==> config.mk <==
export PLATFORM = sky130hd
export DESIGN_NAME = qte_cordic_cell
export DESIGN_NICKNAME = d
export VERILOG_FILES = /design/src/qte_pkg.sv /design/src/qte_cordic_cell.sv
export SDC_FILE = /design/constraint.sdc
export NUM_CORES = 1
export LEC_CHECK = 0
export BUFFER_PORTS_ARGS = -buffer_cell sky130_fd_sc_hd__buf_2
export CORE_MARGIN = 2
export CORE_UTILIZATION = 47
export DETAILED_ROUTE_END_ITERATION = 10
export PLACE_DENSITY = 0.78
export SKIP_CTS_REPAIR_TIMING = 1
export SYNTH_ARGS = -nofsm -noshare
export SYNTH_HDL_FRONTEND = slang
export SYNTH_SLANG_ARGS = --single-unit
==> constraint.sdc <==
create_clock -name i_clk -period 2.6 [get_ports i_clk]
set_clock_uncertainty 0.1 [all_clocks]
set_input_delay 0.13 -clock i_clk [delete_from_list [all_inputs] [get_ports i_clk]]
set_output_delay 0.13 -clock i_clk [all_outputs]
set_load 0.01 [all_outputs]
==> src/qte_pkg.sv <==
// Shared widths, constants, angle table and bundle types for the quaternion to Euler converter.
package qte_pkg;

    // Scaled products are Q.30 values held in 32 bits.
    localparam int PQ_W   = 32;
    // Sines and cosines reach magnitude 2^32, so they need 34 bits.
    localparam int SUM_W  = 34;
    // CORDIC vector width, with headroom for the gain of about 1.65.
    localparam int CW     = 38;
    localparam int ANG_W  = 32;
    localparam int OUT_W  = 16;
    // Square root of a value below 2^62: 31 result bits, one per cell.
    localparam int RAD_W  = 62;
    localparam int ROOT_W = 31;
    localparam int REM_W  = ROOT_W + 3;
    localparam int SQ_W   = 64;

    localparam logic signed [SUM_W-1:0] ONE_Q30      = SUM_W'(64'sd1073741824);
    localparam logic signed [SUM_W-1:0] MINUS_ONE_Q30 = -ONE_Q30;
    localparam logic [RAD_W-2:0]        ONE_Q60      = (RAD_W-1)'(1) << 60;

    localparam logic [ANG_W-1:0] ANG_HALF_PI       = 32'h4000_0000;
    localparam logic [ANG_W-1:0] ANG_MINUS_HALF_PI = 32'hC000_0000;
    localparam logic [ANG_W-1:0] ANG_ROUND         = 32'h0000_8000;

    localparam logic signed [OUT_W-1:0] PITCH_MAX = 16'sd16384;
    localparam logic signed [OUT_W-1:0] PITCH_MIN = -16'sd16384;

    // atan(2^-i) with 2^31 standing for pi.
    localparam logic [ANG_W-1:0] ATAN_TABLE [32] = '{
        32'h20000000, 32'h12E4051E, 32'h09FB385B, 32'h051111D4,
        32'h028B0D43, 32'h0145D7E1, 32'h00A2F61E, 32'h00517C55,
        32'h0028BE53, 32'h00145F2F, 32'h000A2F98, 32'h000517CC,
        32'h00028BE6, 32'h000145F3, 32'h0000A2FA, 32'h0000517D,
        32'h000028BE, 32'h0000145F, 32'h00000A30, 32'h00000518,
        32'h0000028C, 32'h00000146, 32'h000000A3, 32'h00000051,
        32'h00000029, 32'h00000014, 32'h0000000A, 32'h00000005,
        32'h00000003, 32'h00000001, 32'h00000001, 32'h00000000
    };

    // The five trigonometric arguments and the pitch saturation flags.
    typedef struct packed {
        logic signed [SUM_W-1:0] sinr;
        logic signed [SUM_W-1:0] cosr;
        logic signed [SUM_W-1:0] siny;
        logic signed [SUM_W-1:0] cosy;
        logic signed [SUM_W-1:0] sinp;
        logic                    sat_pos;
        logic                    sat_neg;
    } t_side;

    // Status that rides beside the CORDIC lanes.
    typedef struct packed {
        logic [2:0] zero;
        logic       sat_pos;
        logic       sat_neg;
    } t_flags;

endpackage

==> src/qte_cordic_cell.sv <==
// One vectoring CORDIC iteration with its output registers.
module qte_cordic_cell #(
    parameter int STEP = 0
) (
    input  logic                           i_clk,
    input  logic                           i_adv,
    input  logic signed [qte_pkg::CW-1:0]  i_x,
    input  logic signed [qte_pkg::CW-1:0]  i_y,
    input  logic [qte_pkg::ANG_W-1:0]      i_z,
    output logic signed [qte_pkg::CW-1:0]  o_x,
    output logic signed [qte_pkg::CW-1:0]  o_y,
    output logic [qte_pkg::ANG_W-1:0]      o_z
);

    localparam logic [qte_pkg::ANG_W-1:0] ANG = qte_pkg::ATAN_TABLE[5'(STEP)];

    logic signed [qte_pkg::CW-1:0] w_dx;
    logic signed [qte_pkg::CW-1:0] w_dy;

    assign w_dx = i_y >>> STEP;
    assign w_dy = i_x >>> STEP;

    // Rotate toward the x axis: the sign of y picks the direction.
    always_ff @(posedge i_clk) begin
        if (i_adv) begin
            if (!i_y[qte_pkg::CW-1]) begin
                o_x <= i_x + w_dx;
                o_y <= i_y - w_dy;
                o_z <= i_z + ANG;
            end else begin
                o_x <= i_x - w_dx;
                o_y <= i_y + w_dy;
                o_z <= i_z - ANG;
            end
        end
    end

endmodule

==> results.yml <==
outcome:
  status: "finished, violations left"
  failed_checks: "hold timing, setup timing"
worst_setup_path:
  required_ns: 2.62
  start_kind: "input pin"
  critPathKind: "in -> reg"
  cp_max_fo: 3
  cp.arrival_ns: 2.67
  cp-end-kind: "flip-flop"
power:
  peakVddDrop_mv: 0.291
  cellPowerDensity_nw_per_um2: 453
  p_leak_nw: 7.14
  total_power_w: 0.00700
timing:
  rsz0062_at_grt: "true"
  drv_slew: 0
  worst_pin_slew_ns: 0.759
  max_clock_freq_ghz: 0.378
  max_slew_margin: 0.489
  whs_ns: -0.00557
  post-route-period-util: 1.02
  setup_viol: 1
  hold_viol_final: 1
  fin_crit_ns: 2.64
  setup_slack_ns: -0.0431
worst_hold_path:
  hold_path.class: "in -> reg"
global_routing:
  grt.overflow.total: 0
  grt_max_degree: 83
  grt_pass1_wl_um: 59500
  grt_pass1_vias: 11200
  antenna_found_initial: 0
  groute.usage.overall: 0.317
synthesis:
  syn_inst: 1239
  syn_nets: 1471
  netlist_area_um2: 10500
  synth_seq_cells: 107
  yosysSeqAreaShare: 0.307
  async_flop_share: 0
  ys.flop_type: "edfxtp_1"
  yosysWarnings: 0
  synth_largest_area_cell: "edfxtp_1"
  syn_avg_cell_area_um2: 8.44
  synth_area_leaders: "edfxtp_1, ha_1, a21oi_1"
  ys_types: 74
  synth_top_area_frac: 0.307
  synth_edf_count: 107
routing:
  wirelength_um: 39700
  dr.pass1.iters: 7
  vias: 11900
  postRouteAntennaNets: 0
  first_iter_violations: 1066
  drc: 0
  wl_per_cell_um: 18.9
  via_per_inst: 5.66
cts:
  htree_levels: 3
  cts_root_buf: "clkbuf_16"
  numCtsBuffers: 9
  cts_sinks: 107
  clock_path_buffers: 2
  cts_tree: "done"
  clkTransAtPathRegs_ns: 0.08
die:
  ios: 218
  die_h_um: 153
  rows: 54
  fp.dieW_um: 153
  dieArea_um2: 23500
  coreArea_um2: 21800
  start_util: 0.479
layout:
  areaGrowthSynthToFinish_pct: 47.7
  fin_area_um2: 15400
  drive_above_1_share: 0.375
  postLayoutCoreUtil: 0.708
  nNetsFinal: 2047
  n_antenna_cell: 0
placement:
  portBuffers: 217
  gp_congestion: 1.04
  postPlaceCellArea_um2: 14400
  hpwl_um: 31200
  place_ws_ns: -0.768
flow_run:
  maxCapViolCount: 0
-- stage by stage --
stage | TNS [ns] | std cells
5_1_grt | -0.285 | 2100
3_5_place_dp | -18.67 | 2047
4_1_cts | -3.31 | 2063
3_3_place_gp | -16.99 | 2047
2_1_floorplan | 0 | 1239
6_report | -0.0431 | 2100
-- flip-flops by register name (all words and copies together) (netlist names) --
signal  cells
o_x        38
o_y        37
o_z        32
-- worst paths after layout --
kind | startpoint | end | slack (ns) | cells past startpoint
hold / removal | i_x[37] | o_y[37] | -0.006 | 2
setup / recovery | i_x[0] | o_x[34] | -0.04 | 13
-- routing by layer --
layer	global-route usage	up-vias	share of wire
li1	-	5607	-
met1	0.439	5552	0.42
met2	0.519	652	0.47
met3	0.0454	67	0.085
met4	0.0891	0	0.023
met5	0	-	0
-- synth_stat cells (14+ instances only) --
master	instances
buf_2	19
ha_1	118
a211oi_1	17
clkbuf_1	21
nand2_1	79
nand4_1	20
a21oi_1	149
o21bai_1	19
nand3_1	22
nor2_1	98
xnor2_1	68
mux2i_1	14
nor3_1	32
o211ai_1	17
inv_1	126
edfxtp_1	107
o21ai_0	98
-- critical path: stages --
cell,delay (ns)
buf_2,0.12
ha_1,0.20
fa_2,0.23
nor2b_1,0.27
o211ai_1,0.14
buf_4,0.18
a32oi_4,0.24
a22oi_2,0.15
a21oi_4,0.31
a31oi_1,0.14
buf_4,0.19
o32ai_2,0.24
xnor2_1,0.11
-- power breakdown --
part           leakage [nW]  total [W]  internal (W)  switching (W)
combinational          5.95    0.00328       0.00150        0.00178
sequential             1.05    0.00232       0.00223      0.0000830
clock                 0.136    0.00141      0.000674       0.000731
-- final cells by class --
type                       count  area (um2)
fill                        1747        6380
inverter                     127         479
timing repair buffer         618        4220
sequential                   107        3210
clock inverter                 6        53.8
clock buffer                  10         229
multi-input combinational    952        6900
tap                          280         350
-- cells in the final DEF (no fill, tap or decap), types with 20 or more instances in the layout --
| master | n |
|---|---|
| a21oi_1 | 138 |
| buf_2 | 214 |
| buf_4 | 370 |
| dlygate4sd3_1 | 30 |
| edfxtp_1 | 107 |
| ha_1 | 105 |
| inv_1 | 122 |
| nand2_1 | 79 |
| nand3_1 | 22 |
| nand4_1 | 20 |
| nor2_1 | 96 |
| nor3_1 | 30 |
| o21ai_0 | 90 |
| xnor2_1 | 68 |
-- cells by family after synthesis --
kind of cell    count (synthesis)  share of synthesized area
compound gates                420                      0.253
simple gates                  321                      0.145
buf+inv                       180                     0.0694
fa+ha+maj                     122                      0.149
flops                         107                      0.307
xor+xnor                       74                     0.0620
mux                            15                     0.0145
Power figures use the tool's default switching activity.
