$ cat config.mk
export PLATFORM = sky130hd
export DESIGN_NAME = qte_delay
export DESIGN_NICKNAME = d
export VERILOG_FILES = /design/src/qte_delay.sv
export SDC_FILE = /design/constraint.sdc
export NUM_CORES = 1
export LEC_CHECK = 0
export BUFFER_PORTS_ARGS = -buffer_cell sky130_fd_sc_hd__buf_2
export CAP_MARGIN = 20
export CORE_MARGIN = 4
export CORE_UTILIZATION = 55
export CTS_CLUSTER_DIAMETER = 30
export DETAILED_ROUTE_END_ITERATION = 6
export GPL_ROUTABILITY_DRIVEN = 1
export PLACE_DENSITY = 0.79
export REMOVE_ABC_BUFFERS = 1
export SLEW_MARGIN = 5
export SYNTH_ARGS = -nofsm -noshare
export SYNTH_HDL_FRONTEND = slang
export SYNTH_SLANG_ARGS = --single-unit
$ cat constraint.sdc
create_clock -name i_clk -period 2 [get_ports i_clk]
set_clock_uncertainty 0.05 [all_clocks]
set_input_delay 0.4 -clock i_clk [delete_from_list [all_inputs] [get_ports i_clk]]
set_output_delay 0.4 -clock i_clk [all_outputs]
set_load 0.01 [all_outputs]
$ cat src/qte_delay.sv
// Shift line that carries side data alongside the pipeline cells.
module qte_delay #(
    parameter int WIDTH = 8,
    parameter int DEPTH = 4
) (
    input  logic             i_clk,
    input  logic             i_adv,
    input  logic [WIDTH-1:0] i_data,
    output logic [WIDTH-1:0] o_data
);

    logic [WIDTH-1:0] r_line [DEPTH];

    always_ff @(posedge i_clk) begin
        if (i_adv) begin
            r_line[0] <= i_data;
            for (int i = 1; i < DEPTH; i++) begin
                r_line[i] <= r_line[i-1];
            end
        end
    end

    assign o_data = r_line[DEPTH-1];

endmodule

==> results of run 1 <==
## cells in the final DEF (no fill, tap or decap)
| cell | netlist | routed |
|---|---|---|
| clkinv_1 | 0 | 1 |
| buf_2 | 0 | 17 |
| clkbuf_4 | 0 | 5 |
| clkbuf_1 | 0 | 2 |
| edfxtp_1 | 32 | 32 |
## cells in the mapped netlist
master,number
edfxtp_1,32
## final timing paths
| path | startpoint | end | slack, ns |
|---|---|---|---|
| max | r_line[3][1] | o_data[1] | 0.74 |
| min | i_data[6] | r_line[0][6] | 0.21 |
| max reg2reg | r_line[0][4] | r_line[1][4] | 1.32 |
| min reg2reg | r_line[1][2] | r_line[2][2] | 0.37 |
## metal layers
metal / up-vias / track usage, % / routed length, um
met5: - / 0 / 0
met4: 0 / 8.29 / 22
met3: 4 / 5.42 / 122
met2: 22 / 10.1 / 347
met1: 150 / 9.05 / 339
li1: 178 / - / -
## cells by family (layout without fill, tap and decap cells)
family,count (synthesis),in the layout
buf+inv,0,25
flops,32,32
## area by class of cell
class / count / area (sq um)
Fill cell: 104 / 462
Sequential cell: 32 / 961
Clock buffer: 7 / 45.0
Timing Repair Buffer: 17 / 85.1
Clock inverter: 1 / 3.75
Tap cell: 16 / 20.0
## where the power goes
part | internal [mW] | leakage, nW | total, mW | switching, mW
sequential | 0.789 | 0.313 | 0.798 | 0.00908
combinational | 0.0118 | 0.0669 | 0.0319 | 0.0200
clock | 0.135 | 0.0269 | 0.314 | 0.179
## per-stage QoR
step / instance area (sq um) / util (%) / instances / setup WS [ns] / hold slack [ns]
4_1_cts: 1110 / 70.7 / 73 / 0.717 / 0.198
3_3_place_gp: 1070 / 67.6 / 65 / 0.681 / 0.350
2_1_floorplan: 961 / - / 32 / 1.16 / 0.350
3_5_place_dp: 1070 / 67.6 / 65 / 0.648 / 0.355
5_1_grt: 1110 / 70.7 / 73 / 0.683 / 0.181
6_report: 1110 / 70.7 / 73 / 0.738 / 0.211
==> results.yml, run 1 <==
cells_and_area:
  multi_input_area_sq_um: 0
  diodes: 0
  drive_gt1_share_pct: 38.6
  nMultiInputCombCells: 0
  top_register: "r_line"
  largestRegisters: "r_line x32"
  syn_to_final_growth_pct: 16.0
  largest_reg_flops: 32
  num-nets-final: 66
yosys:
  yosys.cell_types.count: 1
  synth-xor-area-share_pct: 0
  yosysTopAreaCellShare_pct: 100
  syn_avg_cell_area_sq_um: 30.0
  synth_compound_area_share_pct: 0
  yosys_warnings: 0
  synth.mux.area_fraction_pct: 0
  yosys-top-cells-area: "edfxtp_1"
  synth_area_sq_um: 961
  yosysTopAreaCell: "edfxtp_1"
  syn_inst: 32
  synthAdderAreaFrac_pct: 0
  synth-seq-cells: 32
  ys_seq_area_share_pct: 100
  yosys.area_share.simple_pct: 0
die:
  dieArea_sq_mm: 0.00248
  pin_count: 18
  fp-row-count: 14
  initial_utilization_pct: 61.0
  die_w_um: 49.8
  die_height_um: 49.8
  core_sq_mm: 0.00158
sta:
  finalSetupViolCount: 0
  drv_slew: 0
  hold_violations: 0
  worst_slew_pin_slew_ns: 0.645
  final.period_utilization_pct: 63.1
  setup_tns_ns: 0
  period_needed_ns: 1.26
  slew_headroom_pct: 57.0
  fmax_mhz: 793
  rsz0062_at_grt: "false"
cts:
  path_clk_slew_ns: 0.08
  ctsResizeCount: 0
  htree_levels: 2
  clk_path_buf_depth: 2
  cts_root_buf: "clkbuf_4"
  cts_made_buffers: 5
  hold_buffers: 0
  clkLatencyLatePin_ns: 0.31
  cts_tree: "built"
  cts_sinks: 32
  postCtsSetupBuffers: 0
critical_path:
  max_stage_delay_ns: 0.36
  critPathLaunchType: "flip-flop"
  crit_buf_inv: 1
  path_cells: "buf_2"
  path_class: "reg -> out"
  setup.worst_path.end_class: "primary output"
  required_ns: 1.55
  cp_data_arrival_time_ns: 0.81
  rr_worst_depth: 0
  cp_max_fo: 1
  crit_family: "flip-flops"
  path_depth: 1
  crit_slowest_cell: "edfxtp_1"
route:
  drt_drc_violations_left: 0
  drtAntennaViolNets: 0
  vias: 354
  drt_iter0_markers: 5
  wl_per_cell_um: 11.4
  viasPerCell: 4.85
  wl_um: 832
  first_pass_iters: 3
place:
  dp_hpwl_um: 488
  io_buffers: 17
  gp_congestion: 0.592
global_routing:
  antenna_found_initial: 0
  grt_overflow: 0
  grtUsageTotal_pct: 8.22
  grt_max_degree: 33
  grt_pass1_wl_mm: 1.33
  grt_pass1_vias: 299
run_status:
  outcome: "completed"
power:
  report.power.total_mw: 1.14
  p_per_area_mw_per_mm2: 1030
  p_leak_nw: 0.407
  vdd_drop_max_v: 0.000616
worst_hold_path:
  min_path_type: "in -> reg"
  min_path_cells: 1
flow_run:
  drv_cap: 0
Note: power is estimated with default switching activity, not from simulation.
==> inputs of run 2 (changes only) <==
Settings changed: CORE_UTILIZATION 55 to 51, PLACE_DENSITY 0.79 to 0.74.
Clock period 2 ns to 1.3 ns, I/O delays scaled along.
==> results.yml, run 2 (synthesis gave the netlist of run 1 again) <==
die:
  dieArea_sq_mm: 0.00264
  fp-row-count: 15
  initial_utilization_pct: 54.5
  core_sq_mm: 0.00176
  pin_count: 18
  die_w_um: 51.4
  die_height_um: 51.4
place:
  io_buffers: 17
  place_inst: 75
  dp_slack_ns: 0.376
  gp_congestion: 0.575
worst_hold_path:
  min_path_cells: 1
  whs_endpoint: "r_line[0][2]"
  hp-start: "i_data[2]"
  min_path_type: "in -> reg"
cells_and_area:
  num-nets-final: 67
  largest_reg_flops: 32
  top_register: "r_line"
  final_cell_mix: "edfxtp_1, buf_2, clkbuf_4"
  drive_gt1_share_pct: 43.1
  syn_to_final_growth_pct: 22.1
  diodes: 0
  fin_cells: 83
  nMultiInputCombCells: 0
  multi_input_area_sq_um: 0
  largestRegisters: "r_line x32"
  layout_commonest_cell: "edfxtp_1"
global_routing:
  antenna_found_initial: 0
  grt_overflow: 0
  grt_pass1_wl_mm: 1.46
  grt_max_degree: 33
  grt_pass1_vias: 349
  grtUsageTotal_pct: 9.04
sta:
  hold_slack_ns: 0.0652
  final.setup.worst_slack_ns: 0.167
  final.period_utilization_pct: 87.1
  drv_slew: 0
  period_needed_ns: 1.13
  slew_headroom_pct: 89.2
  worst_slew_pin_slew_ns: 0.161
  fmax_mhz: 883
  rsz0062_at_grt: "false"
  hold_violations: 0
  setup_tns_ns: 0
  finalSetupViolCount: 0
route:
  wl_um: 895
  first_pass_iters: 3
  vias: 371
  wl_per_cell_um: 10.8
  drt_iter0_markers: 4
  drtAntennaViolNets: 0
  drt_drc_violations_left: 0
  viasPerCell: 4.47
cts:
  cts_made_buffers: 5
  cts_tree: "built"
  htree_levels: 2
  path_clk_slew_ns: 0.09
  cts_root_buf: "clkbuf_4"
  cts_sinks: 32
  hold_buffers: 0
  postCtsSetupBuffers: 0
  clk_path_buf_depth: 2
  clkLatencyLatePin_ns: 0.31
  ctsResizeCount: 0
critical_path:
  crit_buf_inv: 1
  max_stage_delay_ns: 0.37
  crit_slowest_cell: "edfxtp_1"
  r2r_start: "r_line[1][3]"
  path_class: "reg -> out"
  cp_data_arrival_time_ns: 0.82
  rr_endpoint: "r_line[2][3]"
  path_cells: "buf_2"
  cp_max_fo: 1
  rr_worst_depth: 0
  critPathLaunchType: "flip-flop"
  required_ns: 0.99
  crit_path_start: "r_line[3][7]"
  crit_family: "flip-flops"
  setup.worst_path.end_class: "primary output"
  rrSetupSlack_ns: 0.61
run_status:
  outcome: "completed"
flow_run:
  drv_cap: 0
power:
  p_per_area_mw_per_mm2: 1680
  p_leak_nw: 0.432
  vdd_drop_max_v: 0.000950
[run 2: worst max path at each step]
stage	end	slack, ns	cells past startpoint
after global placement	r_line[3][5]	0.39	2
after floorplan	o_data[0]	0.60	0
after detailed placement	r_line[3][7]	0.38	2
after global routing	o_data[7]	0.11	1
after CTS	o_data[7]	0.15	1
final	o_data[7]	0.17	1
[run 2: area by class of cell]
| cell class | count | area [sq um] |
|---|---|---|
| clock inverters | 2 | 35.0 |
| repair buffers | 18 | 105 |
| fillers | 134 | 591 |
| well taps | 25 | 31.3 |
| flip-flops and latches | 32 | 961 |
| clock buffers | 6 | 41.3 |
[run 2: routing by layer]
metal	vias to the layer above	global-route usage [%]	wire length [um]
li1	182	-	-
met1	160	7.86	361
met2	24	12.9	392
met3	5	8.16	114
met4	0	6.55	26
met5	-	0	0
[run 2: where the power goes]
| part | switching (mW) | internal, mW |
|---|---|---|
| clock | 0.289 | 0.403 |
| combinational | 0.0325 | 0.0245 |
| sequential | 0.0143 | 1.21 |
| total | 0.336 | 1.64 |
[run 2: metrics by stage]
| stage | cell area [sq um] | util [%] | total power, mW |
|---|---|---|---|
| after floorplan | 961 | - | 1.26 |
| after global placement | 1100 | 62.2 | 1.30 |
| after detailed placement | 1100 | 62.2 | 1.31 |
| after CTS | 1170 | 66.5 | 2.00 |
| after global routing | 1170 | 66.5 | 2.08 |
| final | 1170 | 66.5 | 1.98 |
