`config.mk`:
```
export PLATFORM = sky130hd
export DESIGN_NAME = qte_sqrt_cell
export DESIGN_NICKNAME = d
export VERILOG_FILES = /design/src/qte_pkg.sv /design/src/qte_sqrt_cell.sv
export SDC_FILE = /design/constraint.sdc
export NUM_CORES = 1
export LEC_CHECK = 0
export BUFFER_PORTS_ARGS = -buffer_cell sky130_fd_sc_hd__buf_2
export CAP_MARGIN = 20
export CORE_AREA = 2 2 127 129
export CTS_CLUSTER_DIAMETER = 50
export CTS_CLUSTER_SIZE = 20
export DETAILED_ROUTE_END_ITERATION = 16
export DIE_AREA = 0 0 129 131
export GPL_TIMING_DRIVEN = 0
export MAX_ROUTING_LAYER = met4
export PLACE_DENSITY_LB_ADDON = 0.2
export SYNTH_ARGS = -nofsm -noshare
export SYNTH_HDL_FRONTEND = slang
export SYNTH_SLANG_ARGS = --single-unit
export TNS_END_PERCENT = 20
```
`constraint.sdc`:
```
create_clock -name i_clk -period 5.22 [get_ports i_clk]
set_input_delay 0.522 -clock i_clk [delete_from_list [all_inputs] [get_ports i_clk]]
set_output_delay 0.522 -clock i_clk [all_outputs]
set_load 0.02 [all_outputs]
```
`src/qte_pkg.sv`:
```
// Shared widths, constants, angle table and bundle types for the quaternion to Euler converter.
package qte_pkg;

    // Scaled products are Q.30 values held in 32 bits.
    localparam int PQ_W   = 32;
    // Sines and cosines reach magnitude 2^32, so they need 34 bits.
    localparam int SUM_W  = 34;
    // CORDIC vector width, with headroom for the gain of about 1.65.
    localparam int CW     = 38;
    localparam int ANG_W  = 32;
    localparam int OUT_W  = 16;
    // Square root of a value below 2^62: 31 result bits, one per cell.
    localparam int RAD_W  = 62;
    localparam int ROOT_W = 31;
    localparam int REM_W  = ROOT_W + 3;
    localparam int SQ_W   = 64;

    localparam logic signed [SUM_W-1:0] ONE_Q30      = SUM_W'(64'sd1073741824);
    localparam logic signed [SUM_W-1:0] MINUS_ONE_Q30 = -ONE_Q30;
    localparam logic [RAD_W-2:0]        ONE_Q60      = (RAD_W-1)'(1) << 60;

    localparam logic [ANG_W-1:0] ANG_HALF_PI       = 32'h4000_0000;
    localparam logic [ANG_W-1:0] ANG_MINUS_HALF_PI = 32'hC000_0000;
    localparam logic [ANG_W-1:0] ANG_ROUND         = 32'h0000_8000;

    localparam logic signed [OUT_W-1:0] PITCH_MAX = 16'sd16384;
    localparam logic signed [OUT_W-1:0] PITCH_MIN = -16'sd16384;

    // atan(2^-i) with 2^31 standing for pi.
    localparam logic [ANG_W-1:0] ATAN_TABLE [32] = '{
        32'h20000000, 32'h12E4051E, 32'h09FB385B, 32'h051111D4,
        32'h028B0D43, 32'h0145D7E1, 32'h00A2F61E, 32'h00517C55,
        32'h0028BE53, 32'h00145F2F, 32'h000A2F98, 32'h000517CC,
        32'h00028BE6, 32'h000145F3, 32'h0000A2FA, 32'h0000517D,
        32'h000028BE, 32'h0000145F, 32'h00000A30, 32'h00000518,
        32'h0000028C, 32'h00000146, 32'h000000A3, 32'h00000051,
        32'h00000029, 32'h00000014, 32'h0000000A, 32'h00000005,
        32'h00000003, 32'h00000001, 32'h00000001, 32'h00000000
    };

    // The five trigonometric arguments and the pitch saturation flags.
    typedef struct packed {
        logic signed [SUM_W-1:0] sinr;
        logic signed [SUM_W-1:0] cosr;
        logic signed [SUM_W-1:0] siny;
        logic signed [SUM_W-1:0] cosy;
        logic signed [SUM_W-1:0] sinp;
        logic                    sat_pos;
        logic                    sat_neg;
    } t_side;

    // Status that rides beside the CORDIC lanes.
    typedef struct packed {
        logic [2:0] zero;
        logic       sat_pos;
        logic       sat_neg;
    } t_flags;

endpackage

```
`src/qte_sqrt_cell.sv`:
```
// One digit cell of the pipelined floor square root.
module qte_sqrt_cell (
    input  logic                       i_clk,
    input  logic                       i_adv,
    input  logic [qte_pkg::RAD_W-1:0]  i_rad,
    input  logic [qte_pkg::REM_W-1:0]  i_rem,
    input  logic [qte_pkg::ROOT_W-1:0] i_root,
    output logic [qte_pkg::RAD_W-1:0]  o_rad,
    output logic [qte_pkg::REM_W-1:0]  o_rem,
    output logic [qte_pkg::ROOT_W-1:0] o_root
);

    logic [qte_pkg::REM_W-1:0] w_rem;
    logic [qte_pkg::REM_W-1:0] w_trial;
    logic                      w_ge;

    // Bring down the next two radicand bits and try to set the next root bit.
    assign w_rem   = {i_rem[qte_pkg::REM_W-3:0], i_rad[qte_pkg::RAD_W-1 -: 2]};
    assign w_trial = {1'b0, i_root, 2'b01};
    assign w_ge    = (w_rem >= w_trial);

    always_ff @(posedge i_clk) begin
        if (i_adv) begin
            o_rad  <= {i_rad[qte_pkg::RAD_W-3:0], 2'b00};
            o_rem  <= w_ge ? (w_rem - w_trial) : w_rem;
            o_root <= {i_root[qte_pkg::ROOT_W-2:0], w_ge};
        end
    end

endmodule

```
==> results of run 1 <==
-- registers in the layout, summed over array words and instances, names as in the netlist --
signal and count:
o_rad 60, o_rem 34, o_root 31
-- where the power goes --
part           switching (mW)  total [mW]  leakage [nW]  internal (mW)
Clock                   0.464        1.27         0.307          0.808
Combinational           0.393       0.620          2.12          0.226
Sequential             0.0229        1.25          1.22           1.23
-- kinds of logic after synthesis --
family	count (synthesis)
adder cells (fa/ha/maj)	33
XOR/XNOR	30
AO/OA/AOI/OAI	122
flip-flops	125
multiplexers	2
AND/OR/NAND/NOR	124
other	1
buffers and inverters	62
-- routing by layer --
layer	GRT usage [%]	routed length, um	vias to the layer above
li1	-	-	2388
met5	-	0	-
met4	6.14	227	0
met1	22.9	6870	2302
met2	32.5	8000	206
met3	5.78	1200	21
-- area by class of cell --
| class | count | area share, % |
|---|---|---|
| flip-flops and latches | 125 | 45.1 |
| multi-input cells | 313 | 25.3 |
| repair buffers | 252 | 15.5 |
| clock buffers | 17 | 5.12 |
| well taps | 216 | 3.25 |
| clock inverters | 14 | 2.47 |
| inverters | 44 | 1.99 |
| plain buffers | 18 | 1.16 |
| diodes | 1 | 0.0301 |
-- path summary, 6_finish.rpt --
path   endpoint  cells past startpoint  slack (ns)
max   o_rem[32]                     11        2.18
min   o_rad[11]                      1        0.27
-- synthesized netlist by cell type (6+ instances only) --
| library cell | n | area, sq um |
|---|---|---|
| a21o_1 | 6 | 45.0 |
| o21ai_0 | 18 | 90.1 |
| nand3_1 | 9 | 45.0 |
| nand2_1 | 22 | 82.6 |
| xor2_1 | 13 | 114 |
| nand4_1 | 8 | 50.1 |
| edfxtp_1 | 125 | 3750 |
| nor2_1 | 47 | 176 |
| inv_1 | 42 | 158 |
| nor3_1 | 8 | 40.0 |
| clkbuf_1 | 8 | 30.0 |
| nor2b_1 | 7 | 43.8 |
| xnor2_1 | 17 | 149 |
| a31oi_1 | 6 | 37.5 |
| o21ai_1 | 7 | 35.0 |
| a21oi_1 | 53 | 265 |
| ha_1 | 33 | 413 |
-- worst max-delay path, stage by stage --
cell	delay (ns)
buf_2	0.11
ha_1	0.36
a21oi_1	0.29
o211ai_1	0.14
a21o_1	0.23
or3_1	0.30
buf_2	0.18
a211o_1	0.37
a221oi_1	0.43
xor2_1	0.19
a21oi_1	0.08
-- metrics by stage --
step | total power, mW | worst slack, ns | area [sq um] | hold WS [ns]
floorplan | 1.66 | 2.23 | 6120 | 0.621
global placement | 1.88 | 1.76 | 7650 | 0.700
detailed placement | 1.89 | 1.75 | 7680 | 0.700
CTS | 3.18 | 2.18 | 8310 | 0.252
global route | 3.29 | 2.01 | 8320 | 0.254
finish | 3.14 | 2.18 | 8320 | 0.274
==> results.py, run 1 <==
metrics = {
    "critical_path": {
        "endpoint_kind": "flip-flop",
        "crit_path_start": "i_rem[9]",
        "critical_path_class": "in -> reg",
        "startpoint_type": "input pin",
        "critPathArrivalTime_ns": 3.20,
        "critPathMaxFanout": 6,
        "cp.required_ns": 5.38,
    },
    "grt": {
        "gr-total-overflow": 0,
        "grt_pass1_wl_mm": 24.1,
        "grt_usage_pct": 19.5,
        "antenna_found_initial": 1,
        "grt_pass1_vias": 4729,
        "grt_max_degree": 83,
    },
    "timing": {
        "period_needed_ns": 3.04,
        "drv_slew": 0,
        "finalSetupViolCount": 0,
        "hold_violations": 0,
        "rsz0062_at_grt": "false",
        "max_freq_ghz": 0.329,
        "setup_tns_ns": 0,
        "min_period_over_period_pct": 58.2,
        "slew_headroom_pct": 50.9,
        "worstMarginPinSlew_ns": 0.727,
    },
    "floorplan": {
        "io_pins": 256,
        "dieHeight_um": 131,
        "fp-row-count": 46,
        "die-width_um": 129,
        "core_area_sq_um": 15600,
        "dieArea_sq_um": 16900,
        "initial_core_util_pct": 39.2,
    },
    "synth": {
        "yosys-mux-area-fraction_pct": 0.368,
        "ys.flop_type": "edfxtp_1",
        "yosysSeqAreaShare_pct": 61.3,
        "avgSynthCellArea_sq_um": 12.3,
        "syn_area_sq_um": 6120,
        "synthAdderAreaFrac_pct": 6.75,
        "synth_simple_gate_area_share_pct": 10.0,
        "synth_top_family_by_area": "compound AO/OA/AOI/OAI gates",
        "async_flop_share_pct": 0,
        "synth_cell_types": 57,
        "synth_xor_area_share_pct": 4.29,
        "synth-seq-cells": 125,
        "yosysWarnings": 0,
        "synth_edf_count": 125,
        "synth_compound_area_share_pct": 12.9,
        "syn_inst": 499,
    },
    "final_layout": {
        "fillCellCount": 1390,
        "syn2layout_area_growth_pct": 35.9,
        "seqCellArea_sq_um": 3750,
        "final_cell_mix": "buf_2 (255), edfxtp_1 (125), a21oi_1 (53)",
        "final_common_cell": "buf_2",
        "final_nets": 933,
        "multi_input_area_sq_um": 2110,
        "drive_gt1_share_pct": 39.5,
        "final_core_util_pct": 53.3,
        "layout.cells.non_filler": 1000,
    },
    "clocking": {
        "h-tree-depth": 4,
        "cts_resized": 0,
        "cts_tree": "built",
        "cts_buffers": 17,
        "postCtsSetupBuffers": 0,
        "clk_pin_slew_ns": 0.06,
        "postCtsHoldBufs": 0,
        "cts_buffer_depth": 2,
        "clock-root-buffer": "clkbuf_16",
        "clock_sinks": 125,
    },
    "route": {
        "drt_iter0_markers": 248,
        "drt-wirelength-per-cell_um": 16.3,
        "drc": 0,
        "drt_wl_total_mm": 16.3,
        "vias": 4917,
        "avgViaCountPerCell": 4.92,
        "ant_nets": 0,
        "first_pass_iters": 5,
    },
    "flow_run": {
        "maxCapViolCount": 0,
    },
    "outcome": {
        "outcome": "finished clean",
    },
    "power": {
        "ir_worst_vdd_v": 0.000218,
        "power_leakage_nw": 3.66,
        "p_per_area_nw_per_um2": 378,
    },
    "placed_design": {
        "port_buffers": 251,
        "place_congestion": 0.868,
        "hpwl_mm": 12.4,
        "dp_cells": 968,
    },
    "min_path": {
        "hold_start": "i_rad[9]",
        "hold_class": "in -> reg",
    },
}
Power figures use the tool's default switching activity.
==> run 2: changes to the inputs <==
- clock period: 5.22 -> 2.56 ns (I/O delays scaled with it)
==> run 2 against run 1 <==
Power is 100% higher. Sequential power increased by 100%. Final cell count rose by 3.9%. Clock power is 89% higher. Hold slack worse by 0.26 ns. Critical path depth is the same.
==> results.py, run 2 (synthesis results as in run 1) <==
metrics = {
    "grt": {
        "grt_max_degree": 74,
        "gr-total-overflow": 0,
        "grt_usage_pct": 20.4,
        "grt_pass1_vias": 5043,
        "grt_pass1_wl_mm": 25.2,
        "antenna_found_initial": 0,
    },
    "route": {
        "drc": 0,
        "avgViaCountPerCell": 4.89,
        "ant_nets": 0,
        "vias": 5084,
        "drt_wl_total_mm": 17.1,
        "first_pass_iters": 5,
        "drt-wirelength-per-cell_um": 16.5,
        "drt_iter0_markers": 255,
    },
    "power": {
        "ir_worst_vdd_v": 0.000438,
        "power_leakage_nw": 3.85,
        "p_per_area_nw_per_um2": 712,
    },
    "floorplan": {
        "io_pins": 256,
        "dieHeight_um": 131,
        "fp-row-count": 46,
        "initial_core_util_pct": 39.2,
        "core_area_sq_um": 15600,
        "die-width_um": 129,
        "dieArea_sq_um": 16900,
    },
    "timing": {
        "worstMarginPinSlew_ns": 0.522,
        "drv_slew": 0,
        "max_freq_ghz": 0.403,
        "finalSetupViolCount": 0,
        "hold_violations": 0,
        "slew_headroom_pct": 65.2,
        "rsz0062_at_grt": "true",
        "whs_ns": 0.0188,
        "min_period_over_period_pct": 96.9,
        "period_needed_ns": 2.48,
    },
    "clocking": {
        "clk_pin_slew_ns": 0.06,
        "cts_buffers": 17,
        "clock-root-buffer": "clkbuf_16",
        "cts_tree": "built",
        "cts_buffer_depth": 2,
        "h-tree-depth": 4,
        "clock_sinks": 125,
    },
    "placed_design": {
        "place_congestion": 0.836,
        "hpwl_mm": 12.5,
        "port_buffers": 251,
        "dp_cells": 968,
    },
    "critical_path": {
        "endpoint_kind": "flip-flop",
        "critPathMaxFanout": 5,
        "crit_slowest_cell": "ha_1",
        "path_buf_inv": 2,
        "critPathArrivalTime_ns": 2.64,
        "path_cells": "buf_2 -> ha_1 -> a21oi_1 -> nor2b_4 -> a2111oi_4 -> or3_1 -> buf_2 -> a211o_1 -> a221oi_2 -> xor2_1 -> a21oi_1",
        "critical_path_class": "in -> reg",
        "path_delay_family": "compound AO/OA/AOI/OAI gates",
        "cp.required_ns": 2.72,
        "startpoint_type": "input pin",
        "crit_path_max_incr_delay_ns": 0.38,
    },
    "min_path": {
        "hold_class": "in -> reg",
    },
    "final_layout": {
        "final_core_util_pct": 57.0,
        "largest_reg_flops": 60,
        "drive_gt1_share_pct": 40.0,
        "layout.cells.non_filler": 1039,
        "largestRegisters": "o_rad x60, o_rem x34, o_root x31",
        "syn2layout_area_growth_pct": 45.2,
        "top_register": "o_rad",
        "final_common_cell": "buf_2",
        "final_cell_mix": "buf_2 (253), edfxtp_1 (125), a21oi_1 (50)",
        "final_nets": 972,
        "diodes": 0,
    },
    "flow_run": {
        "maxCapViolCount": 0,
    },
    "outcome": {
        "outcome": "finished clean",
    },
}
[run 2: cell count changes in the layout (fill, tap and decap cells not counted), sizes merged]
cell,previous run,this run
dlygate4sd3,0,41
diode,1,0
bufinv,4,2
buf,262,263
clkinvlp,1,2
clkbuf,25,23
inv,50,46
clkinv,3,8
[run 2: where the power goes]
group	switching, mW	internal [mW]	total (mW)
clock network	0.945	1.45	2.40
registers	0.0470	2.50	2.55
logic	0.839	0.537	1.38
total	1.83	4.49	6.32
[run 2: repair_timing]
item	in CTS	in global routing
pin swaps	0	4
hold buffers	37	4
cloned	0	0
hold endpoints to repair	37	4
setup endpoints to repair	31	34
resized for setup	5	20
buffers inserted	0	1
[run 2: area by class of cell]
cell class | count | area [sq um]
Fill cell | 1321 | 6710
Sequential cell | 125 | 3750
Tap cell | 216 | 270
Buffer | 15 | 96.3
Timing Repair Buffer | 294 | 1710
Multi-Input combinational cell | 313 | 2300
Clock inverter | 14 | 161
Inverter | 44 | 165
Clock buffer | 18 | 429
[run 2: worst paths after layout]
path | endpoint | cells past startpoint | startpoint
max | o_rem[32] | 11 | i_rem[2]
min | o_rad[40] | 1 | i_rad[38]
[run 2: through the flow]
stage	setup slack (ns)	setup TNS [ns]	area (sq um)	power (mW)
detailed placement	-0.606	-18.22	7740	3.88
global route	-0.0165	-0.0363	8880	6.60
finish	0.0803	0	8880	6.32
global placement	-0.653	-34.63	7710	3.87
floorplan	-0.0376	-0.0663	6180	3.39
CTS	-0.0251	-0.0251	8730	6.34
[run 2: layer usage]
layer,part of all wire (%),vias to the layer above,GRT usage (%)
met2,50,206,34.0
met4,2.3,0,8.82
met3,6.3,32,5.01
met1,42,2372,23.5
li1,-,2474,-
met5,0,-,-
